### config.mk
export PLATFORM = sky130hd
export DESIGN_NAME = dns_response_address_parser
export DESIGN_NICKNAME = d
export VERILOG_FILES = /design/src/rtl/dnsrap_pkg.sv /design/src/rtl/dns_response_address_parser.sv /design/src/rtl/dnsrap_front.sv /design/src/rtl/dnsrap_queue.sv /design/src/rtl/dnsrap_back.sv
export SDC_FILE = /design/constraint.sdc
export NUM_CORES = 1
export LEC_CHECK = 0
export ABC_AREA = 1
export BUFFER_PORTS_ARGS = -buffer_cell sky130_fd_sc_hd__buf_2
export CAP_MARGIN = 30
export CORE_ASPECT_RATIO = 1.5
export CORE_UTILIZATION = 49
export DETAILED_ROUTE_END_ITERATION = 8
export GPL_ROUTABILITY_DRIVEN = 0
export PLACE_DENSITY_LB_ADDON = 0.15
export SLEW_MARGIN = 0
export SYNTH_ARGS = -nofsm -noshare
export SYNTH_HDL_FRONTEND = slang
export SYNTH_SLANG_ARGS = --single-unit
### constraint.sdc
create_clock -name i_clk -period 28.5 [get_ports i_clk]
set_clock_uncertainty 0.2 [all_clocks]
set_input_delay 5.7 -clock i_clk [delete_from_list [all_inputs] [get_ports i_clk]]
set_output_delay 5.7 -clock i_clk [all_outputs]
set_load 0.02 [all_outputs]
### src/rtl/dnsrap_pkg.sv
// Shared types and constants for the DNS response address parser.
// Holds the parse phase encoding, the queue entry layout and status codes.
// No dependencies.
package dnsrap_pkg;

    typedef enum logic [12:0] {
        PH_HEADER = 13'b0000000000001,
        PH_QNAME  = 13'b0000000000010,
        PH_QPTR   = 13'b0000000000100,
        PH_QLABEL = 13'b0000000001000,
        PH_QFIXED = 13'b0000000010000,
        PH_ANAME  = 13'b0000000100000,
        PH_APTR   = 13'b0000001000000,
        PH_ALABEL = 13'b0000010000000,
        PH_AFIXED = 13'b0000100000000,
        PH_ARDATA = 13'b0001000000000,
        PH_ABAD   = 13'b0010000000000,
        PH_DONE   = 13'b0100000000000,
        PH_DRAIN  = 13'b1000000000000
    } t_phase;

    typedef struct packed {
        logic        has_addr;
        logic        is_v6;
        logic [63:0] addr_high;
        logic [63:0] addr_low;
        logic [15:0] query_id;
        logic        has_stat;
        logic [2:0]  status;
    } t_entry;

    localparam logic [2:0] ST_OK       = 3'd0;
    localparam logic [2:0] ST_PKT_ERR  = 3'd1;
    localparam logic [2:0] ST_TRUNC    = 3'd2;
    localparam logic [2:0] ST_FORMAT   = 3'd3;
    localparam logic [2:0] ST_SERVFAIL = 3'd4;
    localparam logic [2:0] ST_NXDOMAIN = 3'd5;
    localparam logic [2:0] ST_REFUSED  = 3'd6;
    localparam logic [2:0] ST_OTHER    = 3'd7;

    localparam logic [3:0] RCODE_NOERROR  = 4'd0;
    localparam logic [3:0] RCODE_FORMERR  = 4'd1;
    localparam logic [3:0] RCODE_SERVFAIL = 4'd2;
    localparam logic [3:0] RCODE_NXDOMAIN = 4'd3;
    localparam logic [3:0] RCODE_REFUSED  = 4'd5;

    localparam logic [3:0] HDR_ID_HI    = 4'd0;
    localparam logic [3:0] HDR_ID_LO    = 4'd1;
    localparam logic [3:0] HDR_FLAGS_HI = 4'd2;
    localparam logic [3:0] HDR_FLAGS_LO = 4'd3;
    localparam logic [3:0] HDR_QD_HI    = 4'd4;
    localparam logic [3:0] HDR_QD_LO    = 4'd5;
    localparam logic [3:0] HDR_AN_HI    = 4'd6;
    localparam logic [3:0] HDR_AN_LO    = 4'd7;
    localparam logic [3:0] HDR_LAST     = 4'd11;

    localparam logic [3:0] QFIX_LAST    = 4'd3;
    localparam logic [3:0] AFIX_TYPE_HI = 4'd0;
    localparam logic [3:0] AFIX_TYPE_LO = 4'd1;
    localparam logic [3:0] AFIX_RDLEN_HI = 4'd8;
    localparam logic [3:0] AFIX_RDLEN_LO = 4'd9;

    localparam logic [7:0]  PTR_MASK  = 8'hC0;
    localparam logic [7:0]  FLAG_QR   = 8'h80;
    localparam logic [7:0]  FLAG_TC   = 8'h02;
    localparam logic [15:0] TYPE_A    = 16'h0001;
    localparam logic [15:0] TYPE_AAAA = 16'h001C;
    localparam logic [15:0] V4_LEN    = 16'd4;
    localparam logic [15:0] V6_LEN    = 16'd16;

endpackage

### src/rtl/dns_response_address_parser.sv
// DNS response address parser, top level.
// Usage:
//   Input channel: drive i_data_byte and i_last_byte with push; a byte is
//   taken at a clock edge where push is high and full is low. i_last_byte
//   marks the final byte of a packet.
//   Result channel: while empty is low the oldest result is on the o_ ports;
//   it is taken at a clock edge where pop is high.
//   Each A or AAAA answer yields an address result on the byte that ends its
//   rdata; the final byte of a packet yields a status result (o_last high)
//   carrying the query id. Both can come from one byte, address first.
//   Path: a result is written into the queue at the edge that takes the
//   byte causing it, then moves to the output register once no earlier result waits.
//   Throughput: one byte per cycle while full is low; the parser walks one byte per cycle and
//   a result takes one pop, so a byte that closes both an answer and the
//   packet needs two pops.
//   Stall: results wait in a QUEUE_DEPTH-entry queue and an output register;
//   full rises once the queue is full and the parser holds.
//   Reset: synchronous, active low; clears the parser and drops every queued
//   and held result.
// Depends on dnsrap_pkg, dnsrap_front, dnsrap_queue, dnsrap_back.
module dns_response_address_parser #(
    parameter int QUEUE_DEPTH = 4
) (
    input  logic        i_clk,
    input  logic        i_rst_n,
    input  logic        push,
    output logic        full,
    input  logic [7:0]  i_data_byte,
    input  logic        i_last_byte,
    output logic        empty,
    input  logic        pop,
    output logic        o_result_kind,
    output logic        o_is_v6,
    output logic [63:0] o_addr_high,
    output logic [63:0] o_addr_low,
    output logic [15:0] o_query_id,
    output logic [2:0]  o_status,
    output logic        o_last
);
    import dnsrap_pkg::*;

    logic   q_wr;
    logic   q_full;
    logic   q_rd;
    logic   q_empty;
    t_entry q_wr_ent;
    t_entry q_rd_ent;

    dnsrap_front u_front (
        .i_clk       (i_clk),
        .i_rst_n     (i_rst_n),
        .i_push      (push),
        .i_q_full    (q_full),
        .i_data_byte (i_data_byte),
        .i_last_byte (i_last_byte),
        .o_full      (full),
        .o_q_wr      (q_wr),
        .o_q_ent     (q_wr_ent)
    );

    dnsrap_queue #(
        .DEPTH (QUEUE_DEPTH)
    ) u_queue (
        .i_clk    (i_clk),
        .i_rst_n  (i_rst_n),
        .i_wr     (q_wr),
        .i_wr_ent (q_wr_ent),
        .i_rd     (q_rd),
        .o_rd_ent (q_rd_ent),
        .o_full   (q_full),
        .o_empty  (q_empty)
    );

    dnsrap_back u_back (
        .i_clk         (i_clk),
        .i_rst_n       (i_rst_n),
        .i_q_ent       (q_rd_ent),
        .i_q_empty     (q_empty),
        .o_q_rd        (q_rd),
        .i_pop         (pop),
        .o_empty       (empty),
        .o_result_kind (o_result_kind),
        .o_is_v6       (o_is_v6),
        .o_addr_high   (o_addr_high),
        .o_addr_low    (o_addr_low),
        .o_query_id    (o_query_id),
        .o_status      (o_status),
        .o_last        (o_last)
    );

endmodule

### src/rtl/dnsrap_front.sv
// Front end: parses one packet byte per cycle while the queue is not full and forms queue entries.
// Depends on dnsrap_pkg.
module dnsrap_front (
    input  logic             i_clk,
    input  logic             i_rst_n,
    input  logic             i_push,
    input  logic             i_q_full,
    input  logic [7:0]       i_data_byte,
    input  logic             i_last_byte,
    output logic             o_full,
    output logic             o_q_wr,
    output dnsrap_pkg::t_entry o_q_ent
);
    import dnsrap_pkg::*;

    t_phase      r_phase, n_phase;
    logic [3:0]  r_fbc, n_fbc;
    logic [15:0] r_qleft, n_qleft;
    logic [15:0] r_aleft, n_aleft;
    logic [5:0]  r_lbl, n_lbl;
    logic [15:0] r_rtype, n_rtype;
    logic [15:0] r_rdleft, n_rdleft;
    logic [63:0] r_acc_hi, n_acc_hi;
    logic [63:0] r_acc_lo, n_acc_lo;
    logic [15:0] r_qid, n_qid;
    logic [2:0]  r_err, n_err;

    logic        accept;
    logic [3:0]  fbc_inc;
    logic        bad_len;
    t_entry      ent;

    assign accept  = i_push && !i_q_full;
    assign o_full  = i_q_full;
    assign fbc_inc = r_fbc + 4'd1;

    always_comb begin
        n_phase  = r_phase;
        n_fbc    = r_fbc;
        n_qleft  = r_qleft;
        n_aleft  = r_aleft;
        n_lbl    = r_lbl;
        n_rtype  = r_rtype;
        n_rdleft = r_rdleft;
        n_acc_hi = r_acc_hi;
        n_acc_lo = r_acc_lo;
        n_qid    = r_qid;
        n_err    = r_err;
        bad_len  = 1'b0;
        ent      = '0;

        case (r_phase)
            PH_HEADER: begin
                case (r_fbc)
                    HDR_ID_HI: n_qid = {i_data_byte, 8'h00};
                    HDR_ID_LO: n_qid = {r_qid[15:8], i_data_byte};
                    HDR_FLAGS_HI: begin
                        if ((i_data_byte & FLAG_QR) == 8'h00) begin
                            n_err = ST_PKT_ERR;
                        end else if ((i_data_byte & FLAG_TC) != 8'h00) begin
                            n_err = ST_TRUNC;
                        end
                    end
                    HDR_FLAGS_LO: begin
                        if (r_err == ST_OK) begin
                            case (i_data_byte[3:0])
                                RCODE_NOERROR:  n_err = ST_OK;
                                RCODE_FORMERR:  n_err = ST_FORMAT;
                                RCODE_SERVFAIL: n_err = ST_SERVFAIL;
                                RCODE_NXDOMAIN: n_err = ST_NXDOMAIN;
                                RCODE_REFUSED:  n_err = ST_REFUSED;
                                default:        n_err = ST_OTHER;
                            endcase
                        end
                    end
                    HDR_QD_HI: n_qleft = {i_data_byte, 8'h00};
                    HDR_QD_LO: n_qleft = {r_qleft[15:8], i_data_byte};
                    HDR_AN_HI: n_aleft = {i_data_byte, 8'h00};
                    HDR_AN_LO: n_aleft = {r_aleft[15:8], i_data_byte};
                    default: ;
                endcase
                n_fbc = fbc_inc;
                if (r_fbc == HDR_LAST) begin
                    n_fbc = 4'd0;
                    if (n_err != ST_OK) begin
                        n_phase = PH_DRAIN;
                    end else if (n_qleft != 16'd0) begin
                        n_phase = PH_QNAME;
                    end else if (n_aleft != 16'd0) begin
                        n_phase = PH_ANAME;
                    end else begin
                        n_phase = PH_DONE;
                    end
                end
            end
            PH_QNAME, PH_ANAME: begin
                if ((i_data_byte & PTR_MASK) != 8'h00) begin
                    n_phase = (r_phase == PH_QNAME) ? PH_QPTR : PH_APTR;
                end else if (i_data_byte == 8'h00) begin
                    n_fbc   = 4'd0;
                    n_phase = (r_phase == PH_QNAME) ? PH_QFIXED : PH_AFIXED;
                end else begin
                    n_lbl   = i_data_byte[5:0];
                    n_phase = (r_phase == PH_QNAME) ? PH_QLABEL : PH_ALABEL;
                end
            end
            PH_QPTR: begin
                n_fbc   = 4'd0;
                n_phase = PH_QFIXED;
            end
            PH_APTR: begin
                n_fbc   = 4'd0;
                n_phase = PH_AFIXED;
            end
            PH_QLABEL, PH_ALABEL: begin
                n_lbl = r_lbl - 6'd1;
                if (n_lbl == 6'd0) begin
                    n_phase = (r_phase == PH_QLABEL) ? PH_QNAME : PH_ANAME;
                end
            end
            PH_QFIXED: begin
                n_fbc = fbc_inc;
                if (r_fbc == QFIX_LAST) begin
                    n_fbc   = 4'd0;
                    n_qleft = r_qleft - 16'd1;
                    if (n_qleft != 16'd0) begin
                        n_phase = PH_QNAME;
                    end else if (r_aleft != 16'd0) begin
                        n_phase = PH_ANAME;
                    end else begin
                        n_phase = PH_DONE;
                    end
                end
            end
            PH_AFIXED: begin
                case (r_fbc)
                    AFIX_TYPE_HI:  n_rtype  = {i_data_byte, 8'h00};
                    AFIX_TYPE_LO:  n_rtype  = {r_rtype[15:8], i_data_byte};
                    AFIX_RDLEN_HI: n_rdleft = {i_data_byte, 8'h00};
                    AFIX_RDLEN_LO: n_rdleft = {r_rdleft[15:8], i_data_byte};
                    default: ;
                endcase
                n_fbc = fbc_inc;
                if (r_fbc == AFIX_RDLEN_LO) begin
                    n_fbc    = 4'd0;
                    n_acc_hi = 64'd0;
                    n_acc_lo = 64'd0;
                    bad_len  = (n_rtype == TYPE_A && n_rdleft != V4_LEN) ||
                               (n_rtype == TYPE_AAAA && n_rdleft != V6_LEN);
                    if (bad_len) begin
                        if (n_rdleft == 16'd0) begin
                            n_err   = ST_FORMAT;
                            n_phase = PH_DRAIN;
                        end else begin
                            n_phase = PH_ABAD;
                        end
                    end else if (n_rdleft == 16'd0) begin
                        n_aleft = r_aleft - 16'd1;
                        n_phase = (n_aleft != 16'd0) ? PH_ANAME : PH_DONE;
                    end else begin
                        n_phase = PH_ARDATA;
                    end
                end
            end
            PH_ARDATA: begin
                n_acc_hi = {r_acc_hi[55:0], r_acc_lo[63:56]};
                n_acc_lo = {r_acc_lo[55:0], i_data_byte};
                n_rdleft = r_rdleft - 16'd1;
                if (n_rdleft == 16'd0) begin
                    if (r_rtype == TYPE_A) begin
                        ent.has_addr = 1'b1;
                        ent.addr_low = {32'd0, n_acc_lo[31:0]};
                    end else if (r_rtype == TYPE_AAAA) begin
                        ent.has_addr  = 1'b1;
                        ent.is_v6     = 1'b1;
                        ent.addr_high = n_acc_hi;
                        ent.addr_low  = n_acc_lo;
                    end
                    n_aleft = r_aleft - 16'd1;
                    n_phase = (n_aleft != 16'd0) ? PH_ANAME : PH_DONE;
                end
            end
            PH_ABAD: begin
                n_rdleft = r_rdleft - 16'd1;
                if (n_rdleft == 16'd0) begin
                    n_err   = ST_FORMAT;
                    n_phase = PH_DRAIN;
                end
            end
            default: ;
        endcase

        ent.query_id = n_qid;

        if (i_last_byte) begin
            ent.has_stat = 1'b1;
            if (n_phase == PH_DRAIN) begin
                ent.status = n_err;
            end else if (n_phase == PH_DONE) begin
                ent.status = ST_OK;
            end else if (n_phase == PH_QFIXED) begin
                ent.status = ST_TRUNC;
            end else begin
                ent.status = ST_PKT_ERR;
            end
            n_phase  = PH_HEADER;
            n_fbc    = 4'd0;
            n_qleft  = 16'd0;
            n_aleft  = 16'd0;
            n_lbl    = 6'd0;
            n_rtype  = 16'd0;
            n_rdleft = 16'd0;
            n_acc_hi = 64'd0;
            n_acc_lo = 64'd0;
            n_qid    = 16'd0;
            n_err    = ST_OK;
        end
    end

    assign o_q_wr  = accept && (ent.has_addr || ent.has_stat);
    assign o_q_ent = ent;

    always_ff @(posedge i_clk) begin
        if (!i_rst_n) begin
            r_phase  <= PH_HEADER;
            r_fbc    <= 4'd0;
            r_qleft  <= 16'd0;
            r_aleft  <= 16'd0;
            r_lbl    <= 6'd0;
            r_rtype  <= 16'd0;
            r_rdleft <= 16'd0;
            r_acc_hi <= 64'd0;
            r_acc_lo <= 64'd0;
            r_qid    <= 16'd0;
            r_err    <= ST_OK;
        end else if (accept) begin
            r_phase  <= n_phase;
            r_fbc    <= n_fbc;
            r_qleft  <= n_qleft;
            r_aleft  <= n_aleft;
            r_lbl    <= n_lbl;
            r_rtype  <= n_rtype;
            r_rdleft <= n_rdleft;
            r_acc_hi <= n_acc_hi;
            r_acc_lo <= n_acc_lo;
            r_qid    <= n_qid;
            r_err    <= n_err;
        end
    end

    a_addr_only_from_rdata: assert property (@(posedge i_clk) disable iff (!i_rst_n)
        (o_q_wr && o_q_ent.has_addr) |-> (r_phase == PH_ARDATA))
        else $error("address entry formed outside rdata phase");

    a_last_restarts: assert property (@(posedge i_clk) disable iff (!i_rst_n)
        (accept && i_last_byte) |=> (r_phase == PH_HEADER && r_fbc == 4'd0 &&
                                     r_qid == 16'd0 && r_err == ST_OK))
        else $error("parser did not restart after final byte");

endmodule

### src/rtl/dnsrap_queue.sv
// Short entry queue between the parser front end and the result stage.
// Depends on dnsrap_pkg.
module dnsrap_queue #(
    parameter int DEPTH = 4
) (
    input  logic               i_clk,
    input  logic               i_rst_n,
    input  logic               i_wr,
    input  dnsrap_pkg::t_entry i_wr_ent,
    input  logic               i_rd,
    output dnsrap_pkg::t_entry o_rd_ent,
    output logic               o_full,
    output logic               o_empty
);
    import dnsrap_pkg::*;

    localparam int PTR_W = $clog2(DEPTH);
    localparam int CNT_W = $clog2(DEPTH + 1);

    t_entry             r_mem [DEPTH];
    logic [PTR_W-1:0]   r_wptr, n_wptr;
    logic [PTR_W-1:0]   r_rptr, n_rptr;
    logic [CNT_W-1:0]   r_count;
    logic               wr_en, rd_en;

    assign o_full   = (r_count == CNT_W'(DEPTH));
    assign o_empty  = (r_count == '0);
    assign wr_en    = i_wr && !o_full;
    assign rd_en    = i_rd && !o_empty;
    assign o_rd_ent = r_mem[r_rptr];
    assign n_wptr   = (r_wptr == PTR_W'(DEPTH - 1)) ? '0 : r_wptr + PTR_W'(1);
    assign n_rptr   = (r_rptr == PTR_W'(DEPTH - 1)) ? '0 : r_rptr + PTR_W'(1);

    always_ff @(posedge i_clk) begin
        if (wr_en) begin
            r_mem[r_wptr] <= i_wr_ent;
        end
    end

    always_ff @(posedge i_clk) begin
        if (!i_rst_n) begin
            r_wptr  <= '0;
            r_rptr  <= '0;
            r_count <= '0;
        end else begin
            if (wr_en) begin
                r_wptr <= n_wptr;
            end
            if (rd_en) begin
                r_rptr <= n_rptr;
            end
            if (wr_en && !rd_en) begin
                r_count <= r_count + CNT_W'(1);
            end else if (rd_en && !wr_en) begin
                r_count <= r_count - CNT_W'(1);
            end
        end
    end

    a_count_bound: assert property (@(posedge i_clk) disable iff (!i_rst_n)
        r_count <= CNT_W'(DEPTH))
        else $error("queue count beyond depth");

    a_count_track: assert property (@(posedge i_clk) disable iff (!i_rst_n)
        (wr_en && !rd_en) |=> (r_count == $past(r_count) + CNT_W'(1)))
        else $error("queue count missed a write");

endmodule

### src/rtl/dnsrap_back.sv
// Result stage: holds one queue entry and presents its address result, if it has one,
// then its status result, if it has one. Depends on dnsrap_pkg.
module dnsrap_back (
    input  logic               i_clk,
    input  logic               i_rst_n,
    input  dnsrap_pkg::t_entry i_q_ent,
    input  logic               i_q_empty,
    output logic               o_q_rd,
    input  logic               i_pop,
    output logic               o_empty,
    output logic               o_result_kind,
    output logic               o_is_v6,
    output logic [63:0]        o_addr_high,
    output logic [63:0]        o_addr_low,
    output logic [15:0]        o_query_id,
    output logic [2:0]         o_status,
    output logic               o_last
);
    import dnsrap_pkg::*;

    t_entry r_ent;
    logic   r_valid;
    logic   r_pend;
    logic   take;
    logic   ent_done;

    assign take     = i_pop && r_valid;
    assign ent_done = !(r_pend && r_ent.has_stat);
    assign o_q_rd   = !i_q_empty && (!r_valid || (take && ent_done));

    always_ff @(posedge i_clk) begin
        if (!i_rst_n) begin
            r_valid <= 1'b0;
            r_pend  <= 1'b0;
        end else if (o_q_rd) begin
            r_valid <= 1'b1;
            r_pend  <= i_q_ent.has_addr;
        end else if (take) begin
            if (ent_done) begin
                r_valid <= 1'b0;
            end else begin
                r_pend <= 1'b0;
            end
        end
    end

    always_ff @(posedge i_clk) begin
        if (o_q_rd) begin
            r_ent <= i_q_ent;
        end
    end

    assign o_empty       = !r_valid;
    assign o_result_kind = !r_pend;
    assign o_is_v6       = r_pend ? r_ent.is_v6 : 1'b0;
    assign o_addr_high   = r_pend ? r_ent.addr_high : 64'd0;
    assign o_addr_low    = r_pend ? r_ent.addr_low : 64'd0;
    assign o_query_id    = r_ent.query_id;
    assign o_status      = r_pend ? ST_OK : r_ent.status;
    assign o_last        = !r_pend;

    a_entry_has_result: assert property (@(posedge i_clk) disable iff (!i_rst_n)
        r_valid |-> (r_pend || r_ent.has_stat))
        else $error("held entry carries no result");

    a_status_follows_addr: assert property (@(posedge i_clk) disable iff (!i_rst_n)
        (take && r_pend && r_ent.has_stat) |=> (r_valid && !r_pend))
        else $error("status result lost after address result");

endmodule
==> results.txt, run 1 <==
IO Port Bufs -> 164
Fin nets -> 4355
Post-synthesis mux area share -> 0
Max incr delay on CP -> 740 ps
Die ar. -> 88000 um^2
TritonCTS buffer count -> 92
Worst Setup End Kind -> output pin
Row count -> 132
Avg Cell Area, Syn -> 9.92 um^2
Slew margin rel. -> 0.324
EDFF count, synth -> 749
Asr flop ratio synth -> 0
Max FO, Critical Path -> 89
Synth Area in Simple Gates -> 0.150
Max-cap violations -> 0
Vias in the first global route -> 29300
Synth Flop Type -> edfxtp_1
Total grt overflow -> 0
Post-CTS Hold Fix Bufs -> 0
Die X -> 243 um
Hold_sp -> u_front.r_qid[12]
Final setup violating endpoints -> 0
CTS max path bufs -> 3
# IOs -> 165
Final Hold Viols -> 0
Avg WL per Cell -> 19.6 um
Leak -> 18.9 nW
Peak VDD IR -> 0.0694 mV
Slew Limit Fails -> 0
FMAX -> 0.117 GHz
Initial antenna violation count -> 0
Overall die height -> 363 um
Critical Path RT -> 22600 ps
Slowest cell on the critical path -> buf_4
Area delta synth->final -> 11.2%
Dpl hpwl -> 66.0 mm
CP Buf/Inv Count -> 3
Setup CP Type -> reg -> out
Largest family of logic cells by synthesized area -> simple AND/OR/NAND/NOR gates
First-pass GRT wire length -> 166 mm
Hold path cells -> 2
FILL cells -> 7546
Least-Margin Pin Slew -> 1000 ps
TritonCTS clock tree -> yes
CP delay by family, top -> buffers and inverters
DRT iter0 DRCs -> 2113
Worst skew pair latency -> 660 ps
CP arrival -> 2670 ps
Synthesis-stage register bit count -> 986
Tcrit/Tclk final -> 0.301
Drt pass-1 iters -> 8
Most common cell after layout, fill and taps aside -> edfxtp_1
Post-Syn Area -> 42500 um^2
Syn Inst Count -> 4289
Pin count of the biggest net entering global routing -> 166
Flop-to-flop setup slack -> 23310 ps
Via/cell ratio -> 5.50
Post-DRT Antenna Nets -> 0
Compound-gate portion of the synthesized area -> 0.134
CTS root buf -> clkbuf_16
Min-Delay Path Class -> reg -> reg
Post-CTS setup buffers -> 0
Initial core utilization -> 0.493
Layout Utilization -> 0.548
Hold Path End -> u_front.r_qid[12]
Via count -> 30500
CTS H-tree lvls -> 3
RSZ-0062 raised after global routing -> no
Xor/xnor cell area share of the yosys netlist -> 0.00185
Clock transition at the registers of the reported paths -> 70 ps
Most frequent cells in the layout -> edfxtp_1 (749), nand2_1 (666), nor2_1 (647)
Worst r2r path cells -> 19
Synth Net Count -> 4321
Drt total wl -> 108 mm
Clk sinks -> 986
Worst reg2reg startpoint -> u_front.r_rdleft[0]
Seq/Total Area, Yosys -> 0.640
Synth warnings -> 0
DRC viols -> 0
Core ar. -> 86200 um^2
CP Cell Sequence -> buf_4 > nand2_1 > inv_1 > buf_2
Layout cells sized above 1 -> 0.104
Tot GR Track Use -> 0.243
Setup_tns -> 0 ps
Reg2reg end -> u_queue.r_mem[1][101]
Synth Area in Adders -> 0.00577
# resized after CTS -> 0
Pwr Total -> 4.31 mW
Unique masters post-synth -> 57
Final Critical Period -> 8570 ps
CP Launch Type -> flip-flop
Pwr dens -> 91.2 nW/um^2
Status -> finished clean
## final cells by class
class / instances / area (um^2) / area share
Multi-Input combinational cell: 2588 / 12500 / 0.264
Timing Repair Buffer: 197 / 1200 / 0.0255
Sequential cell: 986 / 27200 / 0.576
Clock buffer: 120 / 2560 / 0.0542
Inverter: 458 / 1750 / 0.0369
Tap cell: 1139 / 1430 / 0.0301
Clock inverter: 50 / 611 / 0.0129
Antenna cell: 1 / 2.50 / 0.0000529
## layer usage
metal  vias up  track usage  wire (um)
met5         -            0          0
met4         0        0.113       4720
met3       235       0.0299       4550
met2       831        0.439      56000
met1     14700        0.287      43100
li1      14700            -          -
## cells by family (layout without fill, tap and decap cells)
logic type	count (synthesis)	count (layout)
other	0	1
AO/OA/AOI/OAI	1005	1005
XOR/XNOR	9	9
adder cells (fa/ha/maj)	19	19
AND/OR/NAND/NOR	1555	1555
buffers and inverters	715	825
flip-flops	986	986
## stage by stage
step           std cells  hold slack (ps)  area, um^2  worst slack, ps
2_1_floorplan       4289              237       42500            14470
3_3_place_gp        5362              248       44000            19340
3_5_place_dp        5366              254       44100            19400
4_1_cts             5536              265       47200            19800
5_1_grt             5538              279       47300            19640
6_report            5539              264       47300            19930
## synthesized netlist by cell type (3+ instances only)
cell      count  area, um^2
a21oi_1     261        1310
xor2_1        7        61.3
o21ai_2       3        26.3
o22ai_1     161        1010
nor2_2       19         119
inv_2        31         116
nand3b_1      7        52.6
a31oi_1       8        50.1
nor2_1      654        2450
o21ai_0     393        1970
ha_1         18         225
dfxtp_1     237        4740
buf_2        33         165
nand2_2      12        75.1
o21ai_1      19        95.1
nor2_4        8        90.1
a22oi_1       4        30.0
buf_6         9         101
nand3_2       9        90.1
edfxtp_1    749       22500
nor4_1        5        31.3
buf_1        10        37.5
nand2_4       3        33.8
nand4_1      25         156
clkbuf_1    182         683
inv_1       423        1590
nand3_1     121         606
nand2_1     666        2500
buf_4        23         173
nor3_1       13        65.1
o211ai_1     17         128
a211oi_1    125         938
## tightest hold or removal path: cells and delay by family, from the launching register on
kind | cells | cell delay, ps
flip-flops | 1 | 310
AO/OA/AOI/OAI | 1 | 50
AND/OR/NAND/NOR | 1 | 60
## where the power goes
part           switching, mW  internal [mW]
combinational          0.819          0.296
sequential             0.104           1.81
clock                  0.537          0.747
## worst max-delay path by stage
| stage | slack, ps | endpoint | depth (start not counted) | from |
|---|---|---|---|---|
| floorplan | 14470 | u_queue.r_count[1] | 8 | pop |
| finish | 19930 | o_addr_low[16] | 4 | u_back.r_pend |
| detailed placement | 19400 | u_front.r_acc_hi[54] | 10 | push |
| CTS | 19800 | o_addr_low[55] | 4 | u_back.r_pend |
| global route | 19640 | o_addr_low[10] | 4 | u_back.r_pend |
| global placement | 19340 | u_queue.r_mem[2][115] | 6 | i_last_byte |
## sequential cells by signal, indices dropped and copies added, names as in the netlist, named ones only
register,count
u_queue.r_mem,600
u_back.r_ent,133
u_front.r_acc_lo,64
u_front.r_acc_hi,56
u_back.o_query_id,16
u_front.r_aleft,16
u_front.r_qid,16
u_front.r_qleft,16
u_front.r_rdleft,16
u_front.r_rtype,16
u_front.r_phase,13
u_front.r_lbl,6
u_front.r_fbc,4
u_front.r_err,3
u_queue.r_count,3
u_queue.r_rptr,2
u_queue.r_wptr,2
u_back.r_pend,1
u_back.r_valid,1
(Power assumes the default switching activity.)
==> inputs of run 2 (changes only) <==
==> constraint.sdc (replaced) <==
create_clock -name i_clk -period 9 [get_ports i_clk]
set_clock_uncertainty 0.2 [all_clocks]
set_input_delay 1.8 -clock i_clk [delete_from_list [all_inputs] [get_ports i_clk]]
set_output_delay 1.8 -clock i_clk [all_outputs]
set_load 0.02 [all_outputs]
==> run 2 against run 1 <==
Flip-flop and latch count unchanged. Sequential power rose to 3.1 times the previous value. Final area down 0.35%. Largest cell class unchanged. Worst setup slack worse by 16000 ps. Combinational power rose to 3.2 times the previous value. Critical endpoint is now u_queue.r_mem[1][135]. Power rose to 3.1 times the previous value. Largest power group unchanged.
==> results.txt, run 2 (synthesis results as in run 1) <==
TritonCTS buffer count -> 92
Row count -> 132
Avg WL per Cell -> 19.3 um
Biggest regs -> u_queue.r_mem: 600 flops, u_back.r_ent: 133 flops, u_front.r_acc_lo: 64 flops
Pwr dens -> 287 nW/um^2
Drt total wl -> 107 mm
Post-DP Area -> 44000 um^2
Final Critical Period -> 4840 ps
Finished Cell Area -> 47100 um^2
Top reg by flops -> u_queue.r_mem
P_int -> 8.90 mW
DRT iter0 DRCs -> 2273
Critical Path RT -> 9090 ps
Core ar. -> 86200 um^2
Final setup violating endpoints -> 0
Layout Utilization -> 0.547
RSZ-0062 raised after global routing -> no
Logic pwr share -> 0.263
Leak -> 18.8 nW
Worst r2r path cells -> 19
Die ar. -> 88000 um^2
CTS root buf -> clkbuf_16
TritonCTS clock tree -> yes
Worst Setup End Kind -> flip-flop
Flop-to-flop setup slack -> 4160 ps
Least-Margin Pin Slew -> 1030 ps
Max FO, Critical Path -> 47
Largest register FFs -> 600
Clock power share -> 0.291
Drt pass-1 iters -> 6
Worst Setup EP -> u_queue.r_mem[1][135]
CTS H-tree lvls -> 3
Via count -> 30400
Slew margin rel. -> 0.311
CP arrival -> 4940 ps
Slew Limit Fails -> 0
Reg power frac -> 0.446
Dpl hpwl -> 64.2 mm
Hold path cells -> 2
Worst reg2reg startpoint -> u_front.r_rdleft[0]
Overall die height -> 363 um
Most frequent cells in the layout -> edfxtp_1 (749), nand2_1 (666), nor2_1 (647)
Clock transition at the registers of the reported paths -> 70 ps
Most common cell after layout, fill and taps aside -> edfxtp_1
# resized after CTS -> 0
# IOs -> 165
Area delta synth->final -> 10.8%
FILL cells -> 7649
Fin nets -> 4354
Final antenna diode count -> 0
Min-Delay Path Class -> reg -> reg
Vias in the first global route -> 29300
Via/cell ratio -> 5.48
Initial antenna violation count -> 0
CP startpoint -> u_front.r_rdleft[0]
Clk sinks -> 986
Setup CP Type -> reg -> reg
Post-CTS Hold Fix Bufs -> 0
Sw Pwr -> 4.61 mW
CP Launch Type -> flip-flop
First-pass GRT wire length -> 165 mm
FMAX -> 0.206 GHz
Worst skew pair latency -> 680 ps
Status -> finished clean
Max-cap violations -> 0
Post-DRT Antenna Nets -> 0
Initial core utilization -> 0.493
Peak VDD IR -> 0.428 mV
IO Port Bufs -> 164
Layout cells sized above 1 -> 0.102
Area occupied by multi-input gates -> 12500 um^2
Total grt overflow -> 0
Post-CTS setup buffers -> 0
Fraction of power spent switching nets -> 0.341
CTS max path bufs -> 3
Final Hold Viols -> 0
Pwr Total -> 13.5 mW
Tcrit/Tclk final -> 0.538
DRC viols -> 0
Die X -> 243 um
Reg2reg end -> u_queue.r_mem[1][135]
Tot GR Track Use -> 0.241
Pin count of the biggest net entering global routing -> 227
Reg area -> 27200 um^2
run 2: layout make-up:
| class | count | share of cell area |
|---|---|---|
| repair buffers | 196 | 0.0249 |
| inverters | 458 | 0.0371 |
| clock inverters | 48 | 0.0105 |
| well taps | 1139 | 0.0302 |
| flip-flops and latches | 986 | 0.578 |
| clock buffers | 124 | 0.0540 |
| multi-input cells | 2588 | 0.265 |
run 2: how the worst min path moves through the flow:
stage / start / end
5_1_grt: u_front.r_qid[3] / u_front.r_qid[3]
3_5_place_dp: u_front.r_qid[13] / u_front.r_qid[13]
6_report: u_front.r_qid[1] / u_front.r_qid[1]
3_3_place_gp: u_front.r_qid[14] / u_front.r_qid[14]
4_1_cts: u_front.r_qid[13] / u_front.r_qid[13]
2_1_floorplan: u_front.r_acc_hi[48] / u_front.r_acc_hi[48]
run 2: power groups by stage:
stage / sequential (mW) / clock [mW] / combinational, mW
after floorplan: 6.04 / 0 / 2.52
after global placement: 6.11 / 0 / 3.53
after detailed placement: 6.12 / 0 / 3.57
after CTS: 6.03 / 4.01 / 3.59
after global routing: 6.09 / 4.16 / 3.94
final: 6.02 / 3.93 / 3.55
run 2: metrics by stage:
stage                     setup WS, ps  TNS [ps]  hold WS [ps]  cells
after floorplan                   -690   -414250           237   4289
after detailed placement          3830         0           255   5365
after CTS                         3940         0           266   5537
after global routing              3810         0           279   5539
after global placement            3820         0           248   5364
final                             4160         0           265   5539
run 2: layer usage:
metal / track usage / vias to the layer above / wire length, um / part of all wire
met5: 0 / - / 0 / 0
met1: 0.281 / 14500 / 42500 / 0.40
met4: 0.125 / 0 / 5410 / 0.050
li1: - / 14700 / - / -
met2: 0.430 / 879 / 53800 / 0.50
met3: 0.0333 / 265 / 5370 / 0.050
run 2: critical path, stage by stage, from the launching register on:
cell	delay [ps]
dfxtp_1	340
inv_2	120
ha_1	290
nand2_1	80
nor2_1	130
nand3_1	90
nand2_1	70
nand2_1	70
nor2_2	150
nand2_1	80
nor2_2	110
nand2_2	140
nor2_2	120
inv_2	80
a21oi_4	160
inv_2	290
a21oi_4	270
inv_2	140
nor2_4	690
buf_4	730
